$ cat src/hw/rtl/spf_pkg.sv
// Shared types, constants and the micro-op table of the SPH pair force block.
// Used by the controller, the datapath and the top level.
package spf_pkg;

  localparam int FIELD_W = 48;
  localparam int UMAG_W  = 47;
  localparam int ACC_W   = 64;
  localparam int FRAC    = 24;
  localparam int TMP_W   = 63;
  localparam int OPD_W   = 64;
  localparam int PROD_W  = 128;
  localparam int RAD_W   = 96;
  localparam int ROOT_W  = 48;
  localparam int FLAG_W  = 2;
  localparam int PC_W    = 6;
  localparam int ADDR_W  = 6;
  localparam int DATA_W  = 64;
  localparam int QUO_W   = TMP_W + FRAC;

  localparam logic [PC_W-1:0]   LAST_PC = PC_W'(33);
  localparam logic [TMP_W-1:0]  MAGMAX  = '1;
  localparam logic [ACC_W-1:0]  ACC_MAX = {1'b0, {(ACC_W-1){1'b1}}};
  localparam logic [ACC_W-1:0]  ACC_MIN = {1'b1, {(ACC_W-1){1'b0}}};

  localparam logic [FIELD_W-1:0] GRAV_RST  = 48'hFFCD_3800_0000;
  localparam logic [UMAG_W-1:0]  VGAIN_RST = 47'h0046_5000_0000;

  localparam logic [2:0] REG_RADIUS = 3'd0;
  localparam logic [2:0] REG_KCOEF  = 3'd1;
  localparam logic [2:0] REG_GRAV   = 3'd2;
  localparam logic [2:0] REG_VGAIN  = 3'd3;
  localparam logic [2:0] REG_INCL   = 3'd4;

  localparam int FLAG_SAT  = 0;
  localparam int FLAG_DENS = 1;

  typedef enum logic [2:0] {
    OP_SQ0, OP_SQ1, OP_SQRT, OP_MULQ, OP_DIV, OP_ACC, OP_NEG, OP_OUT
  } op_t;

  typedef enum logic [1:0] {C_RHO, C_PRS, C_VIS, C_LAST} cond_t;

  typedef enum logic [4:0] {
    SRC_MASS, SRC_PSUM, SRC_RHO, SRC_RHO2, SRC_KCOEF, SRC_DX, SRC_DY, SRC_VX, SRC_VY,
    SRC_R, SRC_D, SRC_VGAIN, SRC_SVX, SRC_SVY, SRC_RHOOWN, SRC_GRAV,
    SRC_T0, SRC_T1, SRC_T2
  } src_t;

  typedef enum logic [1:0] {T0, T1, T2} tmp_t;

  typedef enum logic [2:0] {S_PSX, S_PSY, S_VSX, S_VSY, S_FX, S_FY} sum_t;

  typedef enum logic [2:0] {
    G_NOT_NX, G_NOT_NY, G_NVX, G_NVY, G_SVX, G_SVY, G_GRAV
  } sgn_t;

  typedef struct packed {
    op_t   op;
    cond_t cond;
    src_t  a;
    src_t  b;
    tmp_t  dst;
    sum_t  sdst;
    sgn_t  sgn;
  } uop_t;

  typedef struct packed {
    logic load;
    logic start;
    logic exec;
    uop_t u;
  } cmd_t;

  typedef struct packed {
    logic rho_nz;
    logic vis_ok;
    logic prs_ok;
    logic last;
    logic done;
    logic out_busy;
  } sts_t;

  typedef struct packed {
    logic [UMAG_W-1:0]  radius;
    logic [TMP_W-1:0]   kcoef;
    logic [FIELD_W-1:0] grav;
    logic [UMAG_W-1:0]  vgain;
    logic               incl;
  } cfg_t;

  function automatic uop_t mk_uop(input op_t op, input cond_t c, input src_t a,
                                  input src_t b, input tmp_t dst, input sum_t s,
                                  input sgn_t g);
    uop_t u;
    u.op   = op;
    u.cond = c;
    u.a    = a;
    u.b    = b;
    u.dst  = dst;
    u.sdst = s;
    u.sgn  = g;
    return u;
  endfunction

  function automatic uop_t uop_rom(input logic [PC_W-1:0] pc);
    uop_t u;
    case (pc)
      6'd0:  u = mk_uop(OP_SQ0,  C_RHO,  SRC_DX,     SRC_DX,    T0, S_PSX, G_NOT_NX);
      6'd1:  u = mk_uop(OP_SQ1,  C_RHO,  SRC_DY,     SRC_DY,    T0, S_PSX, G_NOT_NX);
      6'd2:  u = mk_uop(OP_SQRT, C_RHO,  SRC_DX,     SRC_DX,    T0, S_PSX, G_NOT_NX);
      6'd3:  u = mk_uop(OP_MULQ, C_PRS,  SRC_D,      SRC_D,     T0, S_PSX, G_NOT_NX);
      6'd4:  u = mk_uop(OP_MULQ, C_PRS,  SRC_MASS,   SRC_PSUM,  T1, S_PSX, G_NOT_NX);
      6'd5:  u = mk_uop(OP_DIV,  C_PRS,  SRC_T1,     SRC_RHO2,  T1, S_PSX, G_NOT_NX);
      6'd6:  u = mk_uop(OP_MULQ, C_PRS,  SRC_T1,     SRC_KCOEF, T1, S_PSX, G_NOT_NX);
      6'd7:  u = mk_uop(OP_DIV,  C_PRS,  SRC_DX,     SRC_R,     T2, S_PSX, G_NOT_NX);
      6'd8:  u = mk_uop(OP_MULQ, C_PRS,  SRC_T1,     SRC_T2,    T2, S_PSX, G_NOT_NX);
      6'd9:  u = mk_uop(OP_MULQ, C_PRS,  SRC_T2,     SRC_T0,    T2, S_PSX, G_NOT_NX);
      6'd10: u = mk_uop(OP_ACC,  C_PRS,  SRC_T2,     SRC_T2,    T2, S_PSX, G_NOT_NX);
      6'd11: u = mk_uop(OP_DIV,  C_PRS,  SRC_DY,     SRC_R,     T2, S_PSY, G_NOT_NY);
      6'd12: u = mk_uop(OP_MULQ, C_PRS,  SRC_T1,     SRC_T2,    T2, S_PSY, G_NOT_NY);
      6'd13: u = mk_uop(OP_MULQ, C_PRS,  SRC_T2,     SRC_T0,    T2, S_PSY, G_NOT_NY);
      6'd14: u = mk_uop(OP_ACC,  C_PRS,  SRC_T2,     SRC_T2,    T2, S_PSY, G_NOT_NY);
      6'd15: u = mk_uop(OP_MULQ, C_VIS,  SRC_MASS,   SRC_VX,    T1, S_VSX, G_NVX);
      6'd16: u = mk_uop(OP_DIV,  C_VIS,  SRC_T1,     SRC_RHO,   T1, S_VSX, G_NVX);
      6'd17: u = mk_uop(OP_MULQ, C_VIS,  SRC_T1,     SRC_KCOEF, T1, S_VSX, G_NVX);
      6'd18: u = mk_uop(OP_MULQ, C_VIS,  SRC_T1,     SRC_D,     T1, S_VSX, G_NVX);
      6'd19: u = mk_uop(OP_ACC,  C_VIS,  SRC_T1,     SRC_T1,    T1, S_VSX, G_NVX);
      6'd20: u = mk_uop(OP_MULQ, C_VIS,  SRC_MASS,   SRC_VY,    T1, S_VSY, G_NVY);
      6'd21: u = mk_uop(OP_DIV,  C_VIS,  SRC_T1,     SRC_RHO,   T1, S_VSY, G_NVY);
      6'd22: u = mk_uop(OP_MULQ, C_VIS,  SRC_T1,     SRC_KCOEF, T1, S_VSY, G_NVY);
      6'd23: u = mk_uop(OP_MULQ, C_VIS,  SRC_T1,     SRC_D,     T1, S_VSY, G_NVY);
      6'd24: u = mk_uop(OP_ACC,  C_VIS,  SRC_T1,     SRC_T1,    T1, S_VSY, G_NVY);
      6'd25: u = mk_uop(OP_NEG,  C_LAST, SRC_T1,     SRC_T1,    T1, S_FX,  G_SVX);
      6'd26: u = mk_uop(OP_MULQ, C_LAST, SRC_VGAIN,  SRC_SVX,   T1, S_FX,  G_SVX);
      6'd27: u = mk_uop(OP_ACC,  C_LAST, SRC_T1,     SRC_T1,    T1, S_FX,  G_SVX);
      6'd28: u = mk_uop(OP_NEG,  C_LAST, SRC_T1,     SRC_T1,    T1, S_FY,  G_SVY);
      6'd29: u = mk_uop(OP_MULQ, C_LAST, SRC_VGAIN,  SRC_SVY,   T1, S_FY,  G_SVY);
      6'd30: u = mk_uop(OP_ACC,  C_LAST, SRC_T1,     SRC_T1,    T1, S_FY,  G_SVY);
      6'd31: u = mk_uop(OP_MULQ, C_LAST, SRC_RHOOWN, SRC_GRAV,  T1, S_FY,  G_GRAV);
      6'd32: u = mk_uop(OP_ACC,  C_LAST, SRC_T1,     SRC_T1,    T1, S_FY,  G_GRAV);
      default: u = mk_uop(OP_OUT, C_LAST, SRC_T1,    SRC_T1,    T1, S_FY,  G_GRAV);
    endcase
    return u;
  endfunction

endpackage

$ cat src/hw/rtl/spf_ctrl.sv
// Micro-op sequencer: steps through the micro-op table for each pair transaction.
// Depends on spf_pkg for the table, command and status types.
module spf_ctrl (
  input  logic          clk,
  input  logic          rst_n,
  input  logic          in_valid,
  output logic          in_stall,
  input  spf_pkg::sts_t sts,
  output spf_pkg::cmd_t cmd
);
  import spf_pkg::*;

  typedef enum logic [2:0] {
    ST_IDLE = 3'b001,
    ST_EXEC = 3'b010,
    ST_WAIT = 3'b100
  } state_t;

  state_t          state_r, state_nxt;
  logic [PC_W-1:0] pc_r, pc_nxt;
  uop_t            u;
  logic            cond_ok;
  logic            multi;

  assign u        = uop_rom(pc_r);
  assign in_stall = (state_r != ST_IDLE);
  assign multi    = (u.op == OP_SQ0) || (u.op == OP_SQ1) || (u.op == OP_SQRT) ||
                    (u.op == OP_MULQ) || (u.op == OP_DIV);

  always_comb begin
    case (u.cond)
      C_RHO:   cond_ok = sts.rho_nz;
      C_PRS:   cond_ok = sts.prs_ok;
      C_VIS:   cond_ok = sts.vis_ok;
      C_LAST:  cond_ok = sts.last;
      default: cond_ok = 1'b0;
    endcase
  end

  always_comb begin
    logic adv;
    adv       = 1'b0;
    state_nxt = state_r;
    pc_nxt    = pc_r;
    cmd.load  = 1'b0;
    cmd.start = 1'b0;
    cmd.exec  = 1'b0;
    cmd.u     = u;
    case (state_r)
      ST_IDLE: begin
        if (in_valid) begin
          cmd.load  = 1'b1;
          state_nxt = ST_EXEC;
          pc_nxt    = '0;
        end
      end
      ST_EXEC: begin
        if (!cond_ok) begin
          adv = 1'b1;
        end else if (multi) begin
          cmd.start = 1'b1;
          state_nxt = ST_WAIT;
        end else if (u.op == OP_OUT) begin
          if (!sts.out_busy) begin
            cmd.exec = 1'b1;
            adv      = 1'b1;
          end
        end else begin
          cmd.exec = 1'b1;
          adv      = 1'b1;
        end
      end
      ST_WAIT: begin
        if (sts.done) begin
          adv = 1'b1;
        end
      end
      default: begin
        state_nxt = ST_IDLE;
        pc_nxt    = '0;
      end
    endcase
    if (adv) begin
      if (pc_r == LAST_PC) begin
        state_nxt = ST_IDLE;
        pc_nxt    = '0;
      end else begin
        state_nxt = ST_EXEC;
        pc_nxt    = pc_r + PC_W'(1);
      end
    end
  end

  always_ff @(posedge clk) begin
    if (!rst_n) begin
      state_r <= ST_IDLE;
      pc_r    <= '0;
    end else begin
      state_r <= state_nxt;
      pc_r    <= pc_nxt;
    end
  end

`ifndef ASSERT_OFF
  a_wait_multi: assert property (@(posedge clk) disable iff (!rst_n)
    (state_r == ST_WAIT) |-> multi)
    else $error("waiting on a single-cycle micro-op");

  a_idle_pc: assert property (@(posedge clk) disable iff (!rst_n)
    (state_r == ST_IDLE) |-> (pc_r == '0))
    else $error("idle with nonzero micro-op pointer");
`endif

endmodule

$ cat config.mk
export PLATFORM = sky130hd
export DESIGN_NAME = spf_ctrl
export DESIGN_NICKNAME = d
export VERILOG_FILES = /design/src/hw/rtl/spf_pkg.sv /design/src/hw/rtl/spf_ctrl.sv
export SDC_FILE = /design/constraint.sdc
export NUM_CORES = 1
export LEC_CHECK = 0
export ABC_AREA = 1
export BUFFER_PORTS_ARGS = -buffer_cell sky130_fd_sc_hd__buf_2
export CORE_UTILIZATION = 40
export CTS_BUF_LIST = sky130_fd_sc_hd__clkbuf_8 sky130_fd_sc_hd__clkbuf_16
export DETAILED_ROUTE_END_ITERATION = 6
export PLACE_DENSITY = 0.57
export SETUP_SLACK_MARGIN = 0.5
export SKIP_LAST_GASP = 1
export SYNTH_ARGS = -nofsm -noshare
export SYNTH_HDL_FRONTEND = slang
export SYNTH_SLANG_ARGS = --single-unit
$ cat constraint.sdc
create_clock -name clk -period 2.9 [get_ports clk]
set_clock_uncertainty 0.1 [all_clocks]
set_input_delay 0.145 -clock clk [delete_from_list [all_inputs] [get_ports clk]]
set_output_delay 0.145 -clock clk [all_outputs]
set_load 0.01 [all_outputs]
==> results of run 1 <==
-- layout make-up --
type	instances	share of cell area (%)
clock inverter	2	1.270
multi-input combinational	243	53.33
tap	67	3.039
clock buffer	6	2.993
sequential	31	22.86
timing repair buffer	55	11.93
inverter	33	4.580
-- placed cells by master (no fill, tap or decap), types with 3 or more instances in the layout --
master    instances
nor3_1            3
o21ai_1           4
nand3_1          40
nor2_1           15
nand2_1          96
nor2_2            4
buf_4            19
dfxtp_2           5
clkbuf_8          6
nor2_4            4
dfxtp_1          25
buf_2            35
o21ai_0           7
nand2_2          14
nand4_1           5
a21oi_1           5
ha_4              3
nand3_2           4
ha_1              9
inv_1            25
inv_2             7
o211ai_1          4
xor2_1            3
nand2_4           3
-- metrics by stage --
stage / total power [mW] / worst slack, ns / utilization [%] / hold slack, ns
2_1_floorplan: 0.7946 / 0.5244 / - / 0.2987
3_3_place_gp: 0.9184 / 0.1648 / 47.54 / 0.4296
3_5_place_dp: 0.9115 / 0.2364 / 47.54 / 0.4207
4_1_cts: 1.371 / 0.5146 / 50.90 / 0.1277
5_1_grt: 1.558 / 0.4476 / 56.54 / 0.1653
6_report: 1.464 / 0.5946 / 56.54 / 0.1339
-- routing by layer --
metal	share of wire, %	GRT usage, %	routed length, um
met5	0	0	0
met4	2.0	9.015	116
met3	4.7	3.794	271
met2	46	33.94	2651
met1	47	27.51	2712
-- sequential cells by signal (all words and copies together) (netlist names) --
signal and flops:
u 22, pc_r 6, state_r 3
-- power by group --
part           total, mW  internal [mW]  switching [mW]  leakage, nW
Combinational      0.521          0.200           0.320         1.11
Sequential         0.501          0.468          0.0335        0.254
Clock              0.442          0.278           0.165       0.0612
Total               1.46          0.946           0.518         1.43
-- worst max path at each step --
stage	end	cells after the start	slack, ns	start
after detailed placement	u[13]	13	0.24	pc_r[0]
after floorplan	u[18]	16	0.52	u[18]
final	u[22]	15	0.59	state_r[0]
after CTS	u[22]	16	0.51	pc_r[1]
after global routing	u[22]	15	0.45	state_r[0]
after global placement	u[13]	13	0.16	pc_r[0]
-- what timing repair did --
item                                    4_1_cts  5_1_grt
endpoints found under the setup margin       11       21
resized for setup                            11       38
pin swaps                                     2       12
setup buffers                                 3       14
hold buffers                                  0        0
-- worst register-to-register path: stages, from the launching register on --
cell     delay (ns)
dfxtp_2        0.33
inv_2          0.06
nand2_2        0.06
nor2_4         0.15
nand2_1        0.11
nand4_1        0.17
nand2_2        0.14
buf_4          0.17
nand2_1        0.05
nand2_1        0.06
nand2_2        0.21
inv_2          0.15
nor2_4         0.21
nand3_1        0.10
nand2_1        0.10
inv_1          0.05
-- logic make-up after synthesis --
kind of cell | synth area share [%]
compound gates | 9.086
buf+inv | 8.547
xor+xnor | 1.255
fa+ha+maj | 7.173
simple gates | 44.29
flops | 29.65
==> metrics, run 1 <==
total gr overflow 0; number of synthesis warnings 0; Fill cells 469; final std cells w/o fill roughly 440; setup TNS 0 ns; PortBufs 35; mapped cell area 0.002093 mm^2; Iteration-0 DRC Markers 164; FP Rows 25; # diodes 0; RSZ-0062 raised after global routing true; Reg area approximately 630 um^2; Buf/Inv on CP 4; class of the worst hold path input pin to flip-flop; first-pass GRT wire length about 8800 um; reg2reg end u[22]; # IOs 36; leading area contributor after synthesis dfxtp_1; # H-tree levels 2; Primary FF master, synth dfxtp_1; worst-skew pair later-pin latency around 0.28 ns; clock-pin slew on the worst setup and hold paths about 0.07 ns; crit-path leading delay family simple AND/OR/NAND/NOR gates; drt first pass iters 4; core area slightly below 0.005 mm^2; run status complete, no violations; Nets ~400; worst r2r src state_r[0]; top fanout value on the critical path 10; Synth Instances approximately 310; Syn Nets 335; Leak 1.429 nW; Synth Register Bits 31; Worst EP arrival between 2 and 2.5 ns; Post-synth ARST share 0%; Final Cycle Share roughly four fifths; placed wire-length estimate around 4000 um; FF-to-FF path depth 15; critical path launch point type flip-flop; Area contributors post-synth dfxtp_1, nand2_1, nand3_1, ha_1, inv_1; # DRC 0; relative slew slack between 60% and 70%; CTS buffer count 5; Routed WL approximately 5800 um; die height 74.34 um; clock tree buffer depth 2; area post-placement 0.002320 mm^2; CTS Sinks 31; cell with the most instances after synthesis nand2_1; number of global-route vias before repair about 2000; area grow syn2layout 31.80%; crit path time final roughly 2.3 ns; hold depth 4; Max-Cap Viols 0; endpoint type of the worst setup path flip-flop; vias ~2200; Root Buffer Master clkbuf_8; reg-to-reg slack, setup approximately 0.59 ns; multi-input logic area about 0.0015 mm^2; Setup CP Type flip-flop to flip-flop; TritonCTS clock tree done; Initial Utilization 42.90%; Achievable Freq about 0.43 GHz; die width 74.34 um; layout cell share with drive strength beyond 1 between 30 and 40%; # placed instances a little over 400; slowest cell on the critical path dfxtp_2; largest net degree at the start of global routing 19; vias per std cell 5.128; pins over their slew limit 0; fin area 0.002759 mm^2; final setup fails 0; post-synthesis sequential area ratio between 20% and 30%; mean area per synthesized cell around 6.7 um^2; CP dominant cell by count nand2_1; number of synthesized flops with an enable pin 0; DRT antenna net count 0; pwr dens approximately 530 mW/mm^2; Hold Path End state_r[0]; Worst Tran Pin Value about 0.53 ns; count of cell types in the netlist 37; endpoints failing hold 0; Synth top area share about 30%; initial antenna violation count 0; Peak VDD IR 0.2044 mV; routability cong. slightly above 0.9; Total GRT Usage 21.01%; Die Area 0.005526 mm^2; Worst Min Path Start in_valid; top cells by count, synth nand2_1, nand3_1, dfxtp_1, inv_1, nor2_1; Cell Chain, Critical Path inv_2 -> nand2_2 -> nor2_4 -> nand2_1 -> nand4_1 -> nand2_2 -> buf_4 -> nand2_1 -> nand2_1 -> nand2_2 -> inv_2 -> nor2_4 -> nand3_1 -> nand2_1 -> inv_1; biggest cell delay along the critical path around 0.33 ns; Routed WL per cell between 10 and 15 um; CP required about 3.0 ns
No activity file was read; power rests on OpenSTA's default activity.
==> run 2, diff against run 1 <==
- ABC_AREA: 1 -> 0
- clock period: 2.9 -> 2.4 ns (I/O delays scaled with it)
==> run 2 against run 1 <==
  * The run now ends with negative setup slack left
  * Wire length is 31% higher
  * Cell count is 1.4% higher
  * Register-to-register slack worse by 1.1 ns
  * Non-clock buffer count is 79 higher
  * Hold slack worse by 0.11 ns
  * Maximum frequency is 20% lower
  * Total power is 11% lower
  * Die area is 0.30% lower
  * Design area is 31% higher
  * Worst setup slack worse by 1.1 ns
  * Critical endpoint is now u[8]
  * Largest cell class unchanged
==> metrics, run 2 <==
Achievable Freq 0.3478 GHz (-20%); Synth Register Bits 31 (unchanged); final setup fails 22 (+22); Reg area 628.1 um^2 (-0.40%); crit path time final 2.875 ns (+0.5699 ns); Setup WS post-layout -0.4753 ns (-1.070 ns); mapped cell area 0.002087 mm^2 (-0.30%); Fill cells 352 (-25%); routability cong. 0.9442 (+1.3%); total gr overflow 0 (unchanged); multi-input logic area 0.001753 mm^2 (+19%); Setup CP Type flip-flop to flip-flop; Critical path origin u[18]; post-layout util 74.13% (+18 points); # DRC 0 (unchanged); CTS Sinks 31 (unchanged); Worst EP arrival 2.93 ns (+0.54 ns); critical path launch point type flip-flop; die width 74.23 um (-0.15%); CTS buffer count 5 (unchanged); # H-tree levels 2 (unchanged); max FFs per register 22 (unchanged); run status finished with violations; Max-Cap Viols 0 (unchanged); Routed WL per cell 17.03 um (+29%); largest net degree at the start of global routing 26 (+7); die height 74.23 um (-0.15%); FP Rows 25 (unchanged); layout cell share with drive strength beyond 1 58.24% (+25 points); cell with the most instances after synthesis dfxtp_1; leading cell type in the layout, fill and taps excluded buf_4; most frequent cells in the layout buf_4, buf_2, dfxtp_1; Worst Tran Pin Value 0.4383 ns (-0.09369 ns); placed wire-length estimate 4820 um (+18%); Leak 1.582 nW (+11%); area post-placement 0.002938 mm^2 (+27%); number of synthesized flops with an enable pin 0 (unchanged); endpoint type of the worst setup path flip-flop; endpoints failing hold 0 (unchanged); TritonCTS clock tree done; Tot Pwr 1.300 mW (-11%); Syn Nets 274 (-18%); DRT antenna net count 0 (unchanged); Total GRT Usage 27.82% (+6.8 points); top cells by count, synth dfxtp_1, nand2_1, nor2_1, nand3_1; Final Cycle Share 119.8% (+40 points); worst hold slack 0.02882 ns (-0.1051 ns); Area contributors post-synth dfxtp_1, ha_1, nand2_1, nand3_1, nor2_1; Root Buffer Master clkbuf_8; clock tree buffer depth 2 (unchanged); vias 2442 (+9.0%); Post-synth ARST share 0% (unchanged); pwr dens 359.4 mW/mm^2 (-32%); vias per std cell 5.512 (+7.5%); pre-CTS setup slack -0.4105 ns (-0.6469 ns); class of the worst hold path input pin to flip-flop; core area 0.004880 mm^2 (unchanged); hold depth 2 (-2); FF-to-FF path depth 9 (-6); clock-pin slew on the worst setup and hold paths 0.08 ns (about the same); first-pass GRT wire length 11430 um (+29%); CP required 2.45 ns (-0.53 ns); post-synthesis sequential area ratio 29.74% (+0.089 points); Peak VDD IR 0.1843 mV (-9.8%); failing checks negative setup slack; leading area contributor after synthesis dfxtp_1; Routed WL 7545 um (+31%); top fanout value on the critical path 6 (-4); RSZ-0062 raised after global routing true; PortBufs 35 (unchanged); number of synthesis warnings 0 (unchanged); number of global-route vias before repair 2343 (+19%); Synth top area share 29.74% (+0.089 points); worst-skew pair later-pin latency 0.29 ns (about the same); Die Area 0.005510 mm^2 (-0.30%); initial antenna violation count 0 (unchanged); Worst Min Path Start rst_n; Synth Instances 253 (-19%); count of cell types in the netlist 62 (+68%); drt first pass iters 4 (unchanged); Nets 396 (+1.5%); # diodes 0 (unchanged); Primary FF master, synth dfxtp_1; worst r2r src u[18]; Initial Utilization 42.77% (-0.13 points); relative slew slack 70.67% (+6.1 points); Iteration-0 DRC Markers 148 (-9.8%); hold buffer count at CTS 0 (unchanged); pins over their slew limit 0 (unchanged); area grow syn2layout 73.32%; # IOs 36 (unchanged); fin area 0.003617 mm^2 (+31%); mean area per synthesized cell 8.249 um^2 (+24%)
## run 2: cell types whose count changed after synthesis, sizes merged, moves of 6 or more
cell | previous run | this run
a21oi | 8 | 14
and3 | 0 | 9
buf | 6 | 12
clkbuf | 1 | 7
inv | 33 | 8
nand2 | 115 | 23
nand3 | 46 | 15
nand4 | 6 | 0
o22ai | 1 | 9
## run 2: cells by family after synthesis
family                   Yosys count  synth area share (%)
AO/OA/AOI/OAI                     75                 24.76
multiplexers                       7                 4.676
buffers and inverters             27                 5.636
XOR/XNOR                           5                 2.098
AND/OR/NAND/NOR                   96                 25.90
adder cells (fa/ha/maj)           12                 7.194
flip-flops                        31                 29.74
## run 2: final timing paths
kind | end | slack (ns)
min reg2reg | pc_r[0] | 0.55
max | u[8] | -0.48
max reg2reg | u[8] | -0.48
min | state_r[0] | 0.03
## run 2: per-stage QoR
step                cells  TNS [ns]
detailed placement    411    -6.228
CTS                   436    -6.485
global route          443    -10.46
finish                443    -7.874
floorplan             253    -2.918
global placement      411    -5.988
## run 2: critical path, stage by stage (launching register included)
cell and delay (ns):
dfxtp_2 0.34, mux4_2 0.58, o211ai_1 0.20, nand3_2 0.20
buf_6 0.17, o22ai_4 0.24, buf_4 0.17, nor2_1 0.06
o311a_1 0.32, or3_1 0.34
## run 2: what timing repair did
action | 4_1_cts | 5_1_grt
gates cloned | 0 | 0
gates resized for setup | 54 | 33
endpoints found under the setup margin | 28 | 31
setup buffers | 17 | 7
pin swaps | 17 | 24
hold endpoints to repair | 0 | 0
## run 2: power by group
part           switching (mW)  internal [mW]
Combinational           0.126          0.139
Clock                   0.226          0.261
Sequential             0.0189          0.528
## run 2: layout make-up
class,instances,area share [%]
timing repair buffer,134,27.95
clock buffer,7,2.663
tap,67,2.318
sequential,31,17.36
inverter,8,1.038
multi-input combinational,195,48.46
clock inverter,1,0.2075
## run 2: per-layer routing
layer / share of wire (%) / track usage, % / wire length (um)
met1: 43 / 34.87 / 3248
met2: 47 / 46.46 / 3573
met3: 7.1 / 5.691 / 539
met4: 2.4 / 11.74 / 183
met5: 0 / 0 / 0
==> run 3, diff against run 2 <==
- clock period: 2.4 -> 3.5 ns (I/O delays scaled with it)
==> run 3 against run 2 <==
  * The flow now finishes without violations
  * Utilization shrank 23 points
  * Global-route usage shrank 5.9 points
  * Non-clock buffer count shrank 86
  * Register-to-register slack gained 1.1 ns
  * Sequential power shrank 31%
  * Clock power shrank 35%
  * Total power shrank 38%
  * Critical path depth grew 1
  * Sequential share of layout area grew 7.4 points
  * Die area is the same
  * Critical path type unchanged
==> metrics, run 3 (synthesized netlist as in run 2, its figures left out) <==
run status complete, no violations; Buf/Inv on CP 2 (unchanged); layout cell share with drive strength beyond 1 27.59% (-31 points); PortBufs 35 (unchanged); Total GRT Usage 21.90% (-5.9 points); drt first pass iters 4 (unchanged); worst hold slack 0.06661 ns (+0.03779 ns); max FFs per register 22 (unchanged); CP required 3.57 ns (+1.12 ns); Max-Cap Viols 0 (unchanged); area grow syn2layout 20.14%; most frequent cells in the layout buf_2, dfxtp_1, nand2_1; number of global-route vias before repair 1818 (-22%); Worst Tran Pin Value 0.5905 ns (+0.1522 ns); fin area 0.002507 mm^2 (-31%); DRT antenna net count 0 (unchanged); total gr overflow 0 (unchanged); critical path launch point type flip-flop; Routed WL per cell 15.73 um (-7.6%); die height 74.23 um (unchanged); # H-tree levels 2 (unchanged); Reg area 621.8 um^2 (-1.0%); # IOs 36 (unchanged); CP Depth 10 (+1); Critical path origin u[18]; setup TNS 0 ns (+7.874 ns); Setup CP Type flip-flop to flip-flop; hold buffer count at CTS 0 (unchanged); reg2reg end u[8]; routability cong. 0.8761 (-7.2%); Iteration-0 DRC Markers 170 (+15%); Leak 1.071 nW (-32%); Final Cycle Share 80.98% (-39 points); pins over their slew limit 0 (unchanged); post-layout util 51.38% (-23 points); vias 2046 (-16%); vias per std cell 5.731 (+4.0%); multi-input logic area 0.001395 mm^2 (-20%); Root Buffer Master clkbuf_8; relative slew slack 60.37% (-10 points); area post-placement 0.002333 mm^2 (-21%); top fanout value on the critical path 7 (+1); CTS Sinks 31 (unchanged); Initial Utilization 42.77% (unchanged); core area 0.004880 mm^2 (unchanged); RSZ-0062 raised after global routing false; final setup fails 0 (-100%); Fill cells 476 (+35%); # diodes 0 (unchanged); biggest cell delay along the critical path 0.60 ns (+0.02 ns); FP Rows 25 (unchanged); endpoints failing hold 0 (unchanged); leading cell type in the layout, fill and taps excluded buf_2; CTS buffer count 5 (unchanged); largest net degree at the start of global routing 26 (unchanged); Peak VDD IR 0.1939 mV (+5.2%); pwr dens 322.4 mW/mm^2 (-10%); die width 74.23 um (unchanged); Routed WL 5616 um (-26%); first-pass GRT wire length 9225 um (-19%); slowest cell on the critical path mux4_2; clock-pin slew on the worst setup and hold paths 0.07 ns (about the same); reg-to-reg slack, setup 0.67 ns (+1.14 ns); final std cells w/o fill 357 (-19%); crit-path leading delay family multiplexers; worst-skew pair later-pin latency 0.28 ns (about the same); Worst EP arrival 2.91 ns (-0.02 ns); endpoint type of the worst setup path flip-flop; initial antenna violation count 0 (unchanged); # placed instances 346 (-16%); clock tree buffer depth 2 (unchanged); TritonCTS clock tree done; Die Area 0.005510 mm^2 (unchanged); Nets 310 (-22%); Achievable Freq 0.3528 GHz (+1.4%); placed wire-length estimate 4102 um (-15%); # DRC 0 (unchanged); class of the worst hold path input pin to flip-flop; Cell Chain, Critical Path mux4_2 -> o211a_2 -> nor3_2 -> buf_4 -> o22ai_4 -> inv_2 -> ha_1 -> nor2_1 -> o311a_1 -> or3_1; crit path time final 2.834 ns (-0.04102 ns); FF-to-FF path depth 10 (+1); worst r2r src u[18]; Critical Path End u[8]
-- run 3: changes by cell type in the layout (fill, tap and decap cells not counted), moves of 8 or more --
cell,previous run,this run
buf_4,80,13
buf_6,16,0
a21oi_1,4,13
ha_1,3,12
ha_4,9,0
a21oi_2,9,1
-- run 3: what timing repair did --
action                     CTS  global route
setup endpoints to repair   15            15
cloned                       0             0
resized for setup            1             9
setup buffers                3             0
-- run 3: final cells by class --
cell class	instances	share of cell area [%]
clock inverter	1	0.2994
sequential	31	24.80
inverter	8	1.198
tap	67	3.343
multi-input combinational	195	55.64
clock buffer	7	3.842
timing repair buffer	48	10.88
-- run 3: worst min-delay path by stage --
stage / start / endpoint / slack, ns / cells after the start
after floorplan: in_valid / state_r[0] / 0.28 / 2
after global routing: rst_n / state_r[0] / 0.09 / 2
after detailed placement: rst_n / state_r[0] / 0.36 / 2
after global placement: rst_n / state_r[0] / 0.38 / 2
final: rst_n / state_r[0] / 0.07 / 2
after CTS: rst_n / state_r[0] / 0.07 / 2
-- run 3: report_power, final --
| group | switching (mW) | total [mW] | leakage (nW) | internal (mW) |
|---|---|---|---|---|
| Combinational | 0.0610 | 0.113 | 0.770 | 0.0519 |
| Sequential | 0.0155 | 0.376 | 0.251 | 0.361 |
| Clock | 0.140 | 0.319 | 0.0505 | 0.179 |
| Total | 0.217 | 0.808 | 1.07 | 0.592 |
-- run 3: per-layer routing --
layer	vias to the layer above	GRT usage, %	wire (um)
li1	1003	-	-
met1	945	31.37	2550
met2	91	33.64	2579
met3	7	3.930	413
met4	0	6.289	74
met5	-	0	0
-- run 3: through the flow --
| stage | power (mW) | setup WS [ns] |
|---|---|---|
| 6_report | 0.8084 | 0.6657 |
| 5_1_grt | 0.8433 | 0.5163 |
| 4_1_cts | 0.8081 | 0.5133 |
| 3_5_place_dp | 0.4831 | 0.3594 |
| 3_3_place_gp | 0.4830 | 0.4820 |
| 2_1_floorplan | 0.4518 | 0.5579 |
